==> src/rtl/core/wma_pkg.sv <==
// wma_pkg: shared constants and command/status types for the moving average core
// used by wma_ctrl, wma_dpath and windowed_moving_average_core; no dependencies
package wma_pkg;

  // default sizing
  localparam int DEPTH_DEF       = 16;
  localparam int SAMPLE_BITS_DEF = 16;

  // window length register
  localparam int LEN_BITS  = 5;
  localparam int LEN_RESET = 4;

  // commands from controller to datapath
  typedef struct packed {
    logic load;      // capture accepted sample and ring slot
    logic rd;        // read the slot being replaced
    logic upd;       // update sum, ring, pointer and count
    logic div_init;  // load divider from sum magnitude
    logic div_step;  // one restoring division step
    logic out_load;  // capture result into output register
  } wma_cmd_t;

  // status from datapath to controller
  typedef struct packed {
    logic div_last;  // current division step is the final one
  } wma_sts_t;

endpackage

==> src/rtl/core/wma_ctrl.sv <==
// wma_ctrl: sequencing state machine and output valid for the moving average core
// depends on wma_pkg
module wma_ctrl import wma_pkg::*; (
  input  logic     clk,
  input  logic     rst_n,
  input  logic     in_valid,
  output logic     in_ready,
  output logic     out_valid,
  input  logic     out_ready,
  output wma_cmd_t cmd,
  input  wma_sts_t sts
);

  localparam logic [2:0] S_IDLE = 3'd0;
  localparam logic [2:0] S_READ = 3'd1;
  localparam logic [2:0] S_UPD  = 3'd2;
  localparam logic [2:0] S_INIT = 3'd3;
  localparam logic [2:0] S_DIV  = 3'd4;
  localparam logic [2:0] S_DONE = 3'd5;

  logic [2:0] state_r, state_nxt;
  logic       out_valid_r, out_valid_nxt;
  logic       out_free;

  assign in_ready  = (state_r == S_IDLE);
  assign out_valid = out_valid_r;
  assign out_free  = !out_valid_r || out_ready;

  // next state and commands
  always_comb begin
    state_nxt     = state_r;
    out_valid_nxt = out_valid_r;
    cmd           = '0;
    if (out_valid_r && out_ready) begin
      out_valid_nxt = 1'b0;
    end
    unique case (state_r)
      S_IDLE: begin
        if (in_valid) begin
          cmd.load  = 1'b1;
          state_nxt = S_READ;
        end
      end
      S_READ: begin
        cmd.rd    = 1'b1;
        state_nxt = S_UPD;
      end
      S_UPD: begin
        cmd.upd   = 1'b1;
        state_nxt = S_INIT;
      end
      S_INIT: begin
        cmd.div_init = 1'b1;
        state_nxt    = S_DIV;
      end
      S_DIV: begin
        cmd.div_step = 1'b1;
        if (sts.div_last) begin
          state_nxt = S_DONE;
        end
      end
      S_DONE: begin
        if (out_free) begin
          cmd.out_load  = 1'b1;
          out_valid_nxt = 1'b1;
          state_nxt     = S_IDLE;
        end
      end
      default: begin
        state_nxt = S_IDLE;
      end
    endcase
  end

  // state registers
  always_ff @(posedge clk) begin
    if (!rst_n) begin
      state_r     <= S_IDLE;
      out_valid_r <= 1'b0;
    end else begin
      state_r     <= state_nxt;
      out_valid_r <= out_valid_nxt;
    end
  end

`ifndef ASSERT_OFF
  // result register is never overwritten while a transaction is pending
  a_out_no_clobber: assert property (@(posedge clk) disable iff (!rst_n)
    cmd.out_load |-> out_free)
    else $error("output register loaded while occupied");

  // an accepted transaction always starts the ring read
  a_accept_to_read: assert property (@(posedge clk) disable iff (!rst_n)
    (in_valid && in_ready) |=> (state_r == S_READ))
    else $error("accept not followed by ring read");

  // final division step leads to result delivery
  a_div_to_done: assert property (@(posedge clk) disable iff (!rst_n)
    (state_r == S_DIV && sts.div_last) |=> (state_r == S_DONE))
    else $error("division end not followed by done");

  // a result appears only out of the done state
  a_valid_rise: assert property (@(posedge clk) disable iff (!rst_n)
    $rose(out_valid_r) |-> ($past(state_r) == S_DONE))
    else $error("output valid rose outside done");
`endif

endmodule

==> src/rtl/core/wma_dpath.sv <==
// wma_dpath: sample ring, running sum, window bookkeeping and serial divider
// depends on wma_pkg; driven by commands from wma_ctrl
module wma_dpath import wma_pkg::*; #(
  parameter int DEPTH       = DEPTH_DEF,
  parameter int SAMPLE_BITS = SAMPLE_BITS_DEF
) (
  input  logic                          clk,
  input  logic                          rst_n,
  input  logic                          cfg_we,
  input  logic [LEN_BITS-1:0]           cfg_data,
  input  logic signed [SAMPLE_BITS-1:0] in_sample,
  output logic signed [SAMPLE_BITS-1:0] out_average,
  output logic [$clog2(DEPTH+1)-1:0]    out_fill_count,
  input  wma_cmd_t                      cmd,
  output wma_sts_t                      sts
);

  localparam int CNT_W   = $clog2(DEPTH + 1);
  localparam int PTR_W   = (DEPTH > 1) ? $clog2(DEPTH) : 1;
  localparam int SUM_W   = SAMPLE_BITS + $clog2(DEPTH);
  localparam int DC_W    = $clog2(SUM_W);
  localparam int CMP_W   = (LEN_BITS > CNT_W) ? LEN_BITS : CNT_W;
  localparam int RST_LEN = (LEN_RESET > DEPTH) ? DEPTH : LEN_RESET;

  logic [CNT_W-1:0]              len_r, len_nxt;
  logic [PTR_W-1:0]              ptr_r, ptr_nxt;
  logic [CNT_W-1:0]              count_r, count_nxt;
  logic signed [SUM_W-1:0]       sum_r, sum_nxt;

  logic signed [SAMPLE_BITS-1:0] ring [DEPTH];
  logic signed [SAMPLE_BITS-1:0] sample_r;
  logic signed [SAMPLE_BITS-1:0] rd_data_r;
  logic [PTR_W-1:0]              pos_r;
  logic                          full_r;

  logic [SUM_W-1:0]              quo_r;
  logic [CNT_W-1:0]              rem_r;
  logic                          neg_r;
  logic [DC_W-1:0]               dcnt_r;

  logic [SAMPLE_BITS-1:0]        avg_r;
  logic [CNT_W-1:0]              fill_r;

  logic                          full;
  logic [PTR_W-1:0]              pos;
  logic [CMP_W-1:0]              cfg_ext;
  logic [CNT_W:0]                trial;
  logic                          trial_ge;
  logic [SUM_W-1:0]              quo_signed;

  // slot choice: overwrite oldest when full, else append after held samples
  assign full = (count_r >= len_r);
  assign pos  = full ? ptr_r : count_r[PTR_W-1:0];

  assign cfg_ext = CMP_W'(cfg_data);

  // window bookkeeping and running sum
  always_comb begin
    len_nxt   = len_r;
    ptr_nxt   = ptr_r;
    count_nxt = count_r;
    sum_nxt   = sum_r;
    if (cfg_we) begin
      if (cfg_ext == '0) begin
        len_nxt = CNT_W'(1);
      end else if (cfg_ext > CMP_W'(DEPTH)) begin
        len_nxt = CNT_W'(DEPTH);
      end else begin
        len_nxt = CNT_W'(cfg_ext);
      end
      ptr_nxt   = '0;
      count_nxt = '0;
      sum_nxt   = '0;
    end else if (cmd.upd) begin
      if (full_r) begin
        sum_nxt = sum_r - SUM_W'(rd_data_r) + SUM_W'(sample_r);
        if (CNT_W'(pos_r) == len_r - 1'b1) begin
          ptr_nxt = '0;
        end else begin
          ptr_nxt = pos_r + 1'b1;
        end
      end else begin
        sum_nxt   = sum_r + SUM_W'(sample_r);
        count_nxt = count_r + 1'b1;
      end
    end
  end

  always_ff @(posedge clk) begin
    if (!rst_n) begin
      len_r   <= CNT_W'(RST_LEN);
      ptr_r   <= '0;
      count_r <= '0;
      sum_r   <= '0;
    end else begin
      len_r   <= len_nxt;
      ptr_r   <= ptr_nxt;
      count_r <= count_nxt;
      sum_r   <= sum_nxt;
    end
  end

  // accepted sample capture
  always_ff @(posedge clk) begin
    if (cmd.load) begin
      sample_r <= in_sample;
      pos_r    <= pos;
      full_r   <= full;
    end
  end

  // ring memory, one port: read old entry, then write new sample
  always_ff @(posedge clk) begin
    if (cmd.upd) begin
      ring[pos_r] <= sample_r;
    end
    if (cmd.rd) begin
      rd_data_r <= ring[pos_r];
    end
  end

  // restoring division of |sum| by count, one quotient bit per cycle
  assign trial    = {rem_r, quo_r[SUM_W-1]};
  assign trial_ge = (trial >= {1'b0, count_r});
  assign sts.div_last = (dcnt_r == DC_W'(SUM_W - 1));

  always_ff @(posedge clk) begin
    if (cmd.div_init) begin
      quo_r  <= sum_r[SUM_W-1] ? (~sum_r + 1'b1) : sum_r;
      neg_r  <= sum_r[SUM_W-1];
      rem_r  <= '0;
      dcnt_r <= '0;
    end else if (cmd.div_step) begin
      quo_r  <= {quo_r[SUM_W-2:0], trial_ge};
      rem_r  <= trial_ge ? CNT_W'(trial - {1'b0, count_r}) : trial[CNT_W-1:0];
      dcnt_r <= dcnt_r + 1'b1;
    end
  end

  // sign restore and output register
  assign quo_signed = neg_r ? (~quo_r + 1'b1) : quo_r;

  always_ff @(posedge clk) begin
    if (cmd.out_load) begin
      avg_r  <= quo_signed[SAMPLE_BITS-1:0];
      fill_r <= count_r;
    end
  end

  assign out_average    = signed'(avg_r);
  assign out_fill_count = fill_r;

`ifndef ASSERT_OFF
  // held count never exceeds the window
  a_count_le_len: assert property (@(posedge clk) disable iff (!rst_n)
    count_r <= len_r)
    else $error("fill count above window length");

  // oldest pointer stays inside the window
  a_ptr_in_window: assert property (@(posedge clk) disable iff (!rst_n)
    CNT_W'(ptr_r) < len_r)
    else $error("oldest pointer outside window");

  // pointer only moves once the window is full
  a_ptr_idle_filling: assert property (@(posedge clk) disable iff (!rst_n)
    (count_r < len_r) |-> (ptr_r == '0))
    else $error("pointer moved while filling");
`endif

endmodule

==> src/rtl/core/windowed_moving_average_core.sv <==
// windowed_moving_average_core: top level of the sliding window moving average
// depends on wma_pkg, wma_ctrl and wma_dpath
//
//   channel  direction  handshake            payload
//   in       input      in_valid/in_ready    in_sample
//   out      output     out_valid/out_ready  out_average, out_fill_count
//   cfg      input      cfg_we               cfg_data (window length)
//
// each transaction passes accept, ring read, sum update, divider load, the division
// steps and result delivery; the restoring divider produces one quotient bit per cycle
// one sample is in work at a time; a new one is accepted while the last result
// waits in the output register, but a result stalled by out_ready holds the divider
// synchronous active-low reset: window length 4, ring empty, no result pending
module windowed_moving_average_core import wma_pkg::*; #(
  parameter int DEPTH       = DEPTH_DEF,
  parameter int SAMPLE_BITS = SAMPLE_BITS_DEF
) (
  input  logic                          clk,
  input  logic                          rst_n,
  input  logic                          in_valid,
  output logic                          in_ready,
  input  logic signed [SAMPLE_BITS-1:0] in_sample,
  output logic                          out_valid,
  input  logic                          out_ready,
  output logic signed [SAMPLE_BITS-1:0] out_average,
  output logic [$clog2(DEPTH+1)-1:0]    out_fill_count,
  input  logic                          cfg_we,
  input  logic [LEN_BITS-1:0]           cfg_data
);

  wma_cmd_t cmd;
  wma_sts_t sts;

  // sequencing
  wma_ctrl u_ctrl (
    .clk       (clk),
    .rst_n     (rst_n),
    .in_valid  (in_valid),
    .in_ready  (in_ready),
    .out_valid (out_valid),
    .out_ready (out_ready),
    .cmd       (cmd),
    .sts       (sts)
  );

  // storage and arithmetic
  wma_dpath #(
    .DEPTH       (DEPTH),
    .SAMPLE_BITS (SAMPLE_BITS)
  ) u_dpath (
    .clk            (clk),
    .rst_n          (rst_n),
    .cfg_we         (cfg_we),
    .cfg_data       (cfg_data),
    .in_sample      (in_sample),
    .out_average    (out_average),
    .out_fill_count (out_fill_count),
    .cmd            (cmd),
    .sts            (sts)
  );

endmodule

==> config.mk <==
export PLATFORM = sky130hd
export DESIGN_NAME = windowed_moving_average_core
export DESIGN_NICKNAME = d
export VERILOG_FILES = /design/src/rtl/core/wma_pkg.sv /design/src/rtl/core/wma_ctrl.sv /design/src/rtl/core/wma_dpath.sv /design/src/rtl/core/windowed_moving_average_core.sv
export SDC_FILE = /design/constraint.sdc
export NUM_CORES = 1
export LEC_CHECK = 0
export ABC_AREA = 1
export BUFFER_PORTS_ARGS = -buffer_cell sky130_fd_sc_hd__buf_4
export CAP_MARGIN = 15
export CORE_MARGIN = 10
export CORE_UTILIZATION = 45
export CTS_CLUSTER_DIAMETER = 100
export DETAILED_ROUTE_END_ITERATION = 8
export PLACE_DENSITY_LB_ADDON = 0.08
export REMOVE_ABC_BUFFERS = 1
export SETUP_SLACK_MARGIN = 0.3
export SYNTH_ARGS = -nofsm -noshare
export SYNTH_HDL_FRONTEND = slang
export SYNTH_SLANG_ARGS = --single-unit
==> constraint.sdc <==
create_clock -name clk -period 3.6 [get_ports clk]
set_clock_uncertainty 0.1 [all_clocks]
set_input_delay 0.18 -clock clk [delete_from_list [all_inputs] [get_ports clk]]
set_output_delay 0.18 -clock clk [all_outputs]
set_load 0.02 [all_outputs]
==> results.py <==
metrics = {
    "status": {
        "status": "complete, no violations",
    },
    "worst_setup_path": {
        "start_kind": "flop",
        "crit_arrival_ns": 3.36,
        "crit_chain": "nor2_1 > buf_4 > inv_2 > nand2_1 > o21ai_0 > dlygate4sd3_1 > a21oi_1 > dlygate4sd3_1",
        "timing.critical_path.mode_cell": "dlygate4sd3_1",
        "cp-end-kind": "flop",
        "timing.critical_path.buf_inv": 4,
        "critPathMaxFanout": 37,
        "slowest_delay_ns": 0.57,
        "required_ns": 3.96,
        "critPathTopFamily": "buffers and inverters",
        "slowest_stage": "dlygate4sd3_1",
        "path_class": "flop to flop",
    },
    "floorplanning": {
        "fp.coreArea_mm2": 0.0408,
        "chipHeight_um": 223,
        "io_pins": 49,
        "rows": 74,
        "start_util_pct": 45.4,
        "die_w_um": 223,
        "die_area_mm2": 0.0497,
    },
    "clocking": {
        "cts_made_buffers": 43,
        "root_buffer": "clkbuf_16",
        "h-tree-depth": 2,
        "clock_sinks": 383,
        "cts.clk_slew.worst_paths_ns": 0.06,
        "insertion_delay_ns": 0.57,
        "cts_tree": "done",
        "cts_repair_resize_count": 0,
        "cts.path.max_buffers": 3,
    },
    "grt": {
        "grt_start_max_net_pins": 65,
        "grt_pass1_vias": 13303,
        "grt_antenna_before_repair": 1,
        "grt_overflow": 0,
        "track_usage_pct": 20.7,
        "grt_pass1_wl_mm": 80.4,
    },
    "timing": {
        "rsz0062_at_grt": "false",
        "fin_crit_ns": 3.01,
        "fmax_ghz": 0.333,
        "worstMarginPinSlew_ns": 0.877,
        "hold_viol": 0,
        "drv_slew": 0,
        "finalCritPeriodShare_pct": 83.5,
        "relSlewSlack_pct": 41.5,
        "finalSetupViolCount": 0,
        "whs_ns": 0.218,
        "timing.setup.tns_ns": 0,
    },
    "logic_synthesis": {
        "ys_warn_count": 0,
        "synth_area_mm2": 0.0186,
        "synth_top_area_share_pct": 54.2,
        "synth.avg_cell_area_um2": 10.0,
        "yosysUniqueCellTypes": 42,
        "ys_seq_elements": 383,
        "yosysTopAreaCell": "edfxtp_1",
        "ys_seq_area_share_pct": 59.4,
        "syn_inst": 1855,
        "synth_area_leaders": "edfxtp_1 (54%), nand2_1 (6.4%), o21ai_0 (5.6%), dfxtp_1 (5.2%), nor2_1 (4.7%)",
    },
    "worst_hold_path": {
        "hold_class": "input port to flop",
    },
    "layout": {
        "num-fill-cells": 3726,
        "final_cell_mix": "edfxtp_1 (335), nand2_1 (315), nor2_1 (216), o21ai_0 (209), inv_1 (195)",
        "n_antenna_cell": 0,
        "fin_nets": 2076,
        "syn2layout_area_growth_pct": 15.5,
        "final_layout_size_suffix_gt1_share_pct": 9.81,
        "final_common_cell": "edfxtp_1",
    },
    "drt": {
        "firstDrtPassIters": 5,
        "vias": 13661,
        "drt_iter0_markers": 1221,
        "ant_nets": 0,
        "routed_wl_mm": 52.1,
        "wl_per_cell_um": 20.6,
        "vias_per_cell": 5.40,
        "drcViolationCount": 0,
    },
    "placement": {
        "dp_hpwl_mm": 35.6,
        "gp_congestion": 0.944,
        "io_buffer_count": 48,
    },
    "pwr": {
        "power_mw": 15.0,
        "power_density_mw_per_mm2": 701,
        "p_leak_nw": 8.33,
        "vdd_ir_drop_max_v": 0.000420,
    },
    "run": {
        "maxCapViolCount": 0,
    },
}
-- per-stage QoR --
stage | area, um2 | setup WS [ns] | util (%) | std cells
after floorplan | 18300 | -1.81 | - | 1790
after detailed placement | 19800 | 0.626 | 48.6 | 2426
final | 21400 | 0.593 | 52.5 | 2529
after global routing | 21400 | 0.395 | 52.5 | 2529
after CTS | 21400 | 0.606 | 52.5 | 2529
after global placement | 19800 | 0.719 | 48.6 | 2426
-- metal layers --
metal | up-vias | share of wire [%] | track usage, %
li1 | 6615 | - | -
met1 | 6625 | 45 | 28.8
met2 | 349 | 47 | 32.9
met3 | 70 | 5.6 | 3.19
met4 | 2 | 2.1 | 5.91
met5 | - | 0.025 | 0
-- cell usage after synthesis, drive strengths merged --
cell type,number
o211ai,3
a21o,1
and2,1
or2,5
xor2,37
fa,21
nor4,4
inv,202
a21boi,1
dfxtp,48
o21bai,5
nor3b,2
a21oi,82
and3,1
a31oi,6
nand2,316
edfxtp,335
ha,59
nand3,85
o21ai,212
a211oi,4
nand4,22
xnor2,9
nor2,236
o22ai,66
clkbuf,47
clkinv,1
o21a,1
nand3b,8
buf,18
nor3,17
-- worst paths after layout --
path / startpoint / endpoint / cells after the start / slack [ns]
worst min-delay path: in_sample[6] / u_dpath.sample_r[6] / 2 / 0.22
worst max register to register: u_ctrl.state_r[2] / u_ctrl.state_r[2] / 8 / 0.59
worst max-delay path: u_ctrl.state_r[2] / u_ctrl.state_r[2] / 8 / 0.59
worst min register to register: u_dpath.count_r[4] / u_dpath.out_fill_count[4] / 0 / 0.38
-- repair_timing --
action	CTS	global route
buffers inserted	0	0
hold endpoints to repair	30	0
hold buffers	31	0
-- state kept, by name, indices dropped and copies added, names as in the netlist, 4 cells and up --
signal	cells
u_dpath.count_r	5
u_dpath.dcnt_r	5
u_dpath.len_r	5
u_dpath.out_average	16
u_dpath.out_fill_count	5
u_dpath.pos_r	4
u_dpath.ptr_r	4
u_dpath.quo_r	20
u_dpath.rd_data_r	16
u_dpath.rem_r	5
u_dpath.ring	256
u_dpath.sample_r	16
u_dpath.sum_r	20
-- cell families (layout without fill, tap and decap cells) --
| family | after synthesis | in the layout | synth area share (%) |
|---|---|---|---|
| adder cells (fa/ha/maj) | 80 | 80 | 6.24 |
| AND/OR/NAND/NOR | 697 | 697 | 15.7 |
| AO/OA/AOI/OAI | 381 | 381 | 11.0 |
| XOR/XNOR | 46 | 46 | 2.17 |
| buffers and inverters | 268 | 410 | 5.56 |
| flip-flops | 383 | 383 | 59.4 |
-- report_power, final --
group / switching, mW / internal, mW / total [mW]
logic: 3.48 / 1.65 / 5.13
clock network: 1.78 / 2.29 / 4.07
registers: 0.328 / 5.49 / 5.82
-- area by class of cell --
cell class / instances / area, um2 / share of cell area [%]
multi-input cells: 1204 / 6560 / 30.6
flip-flops and latches: 383 / 11000 / 51.4
inverters: 203 / 763 / 3.56
clock inverters: 18 / 156 / 0.730
well taps: 532 / 666 / 3.11
clock buffers: 54 / 1130 / 5.26
repair buffers: 135 / 1140 / 5.32
No activity file was read; power rests on OpenSTA's default activity.
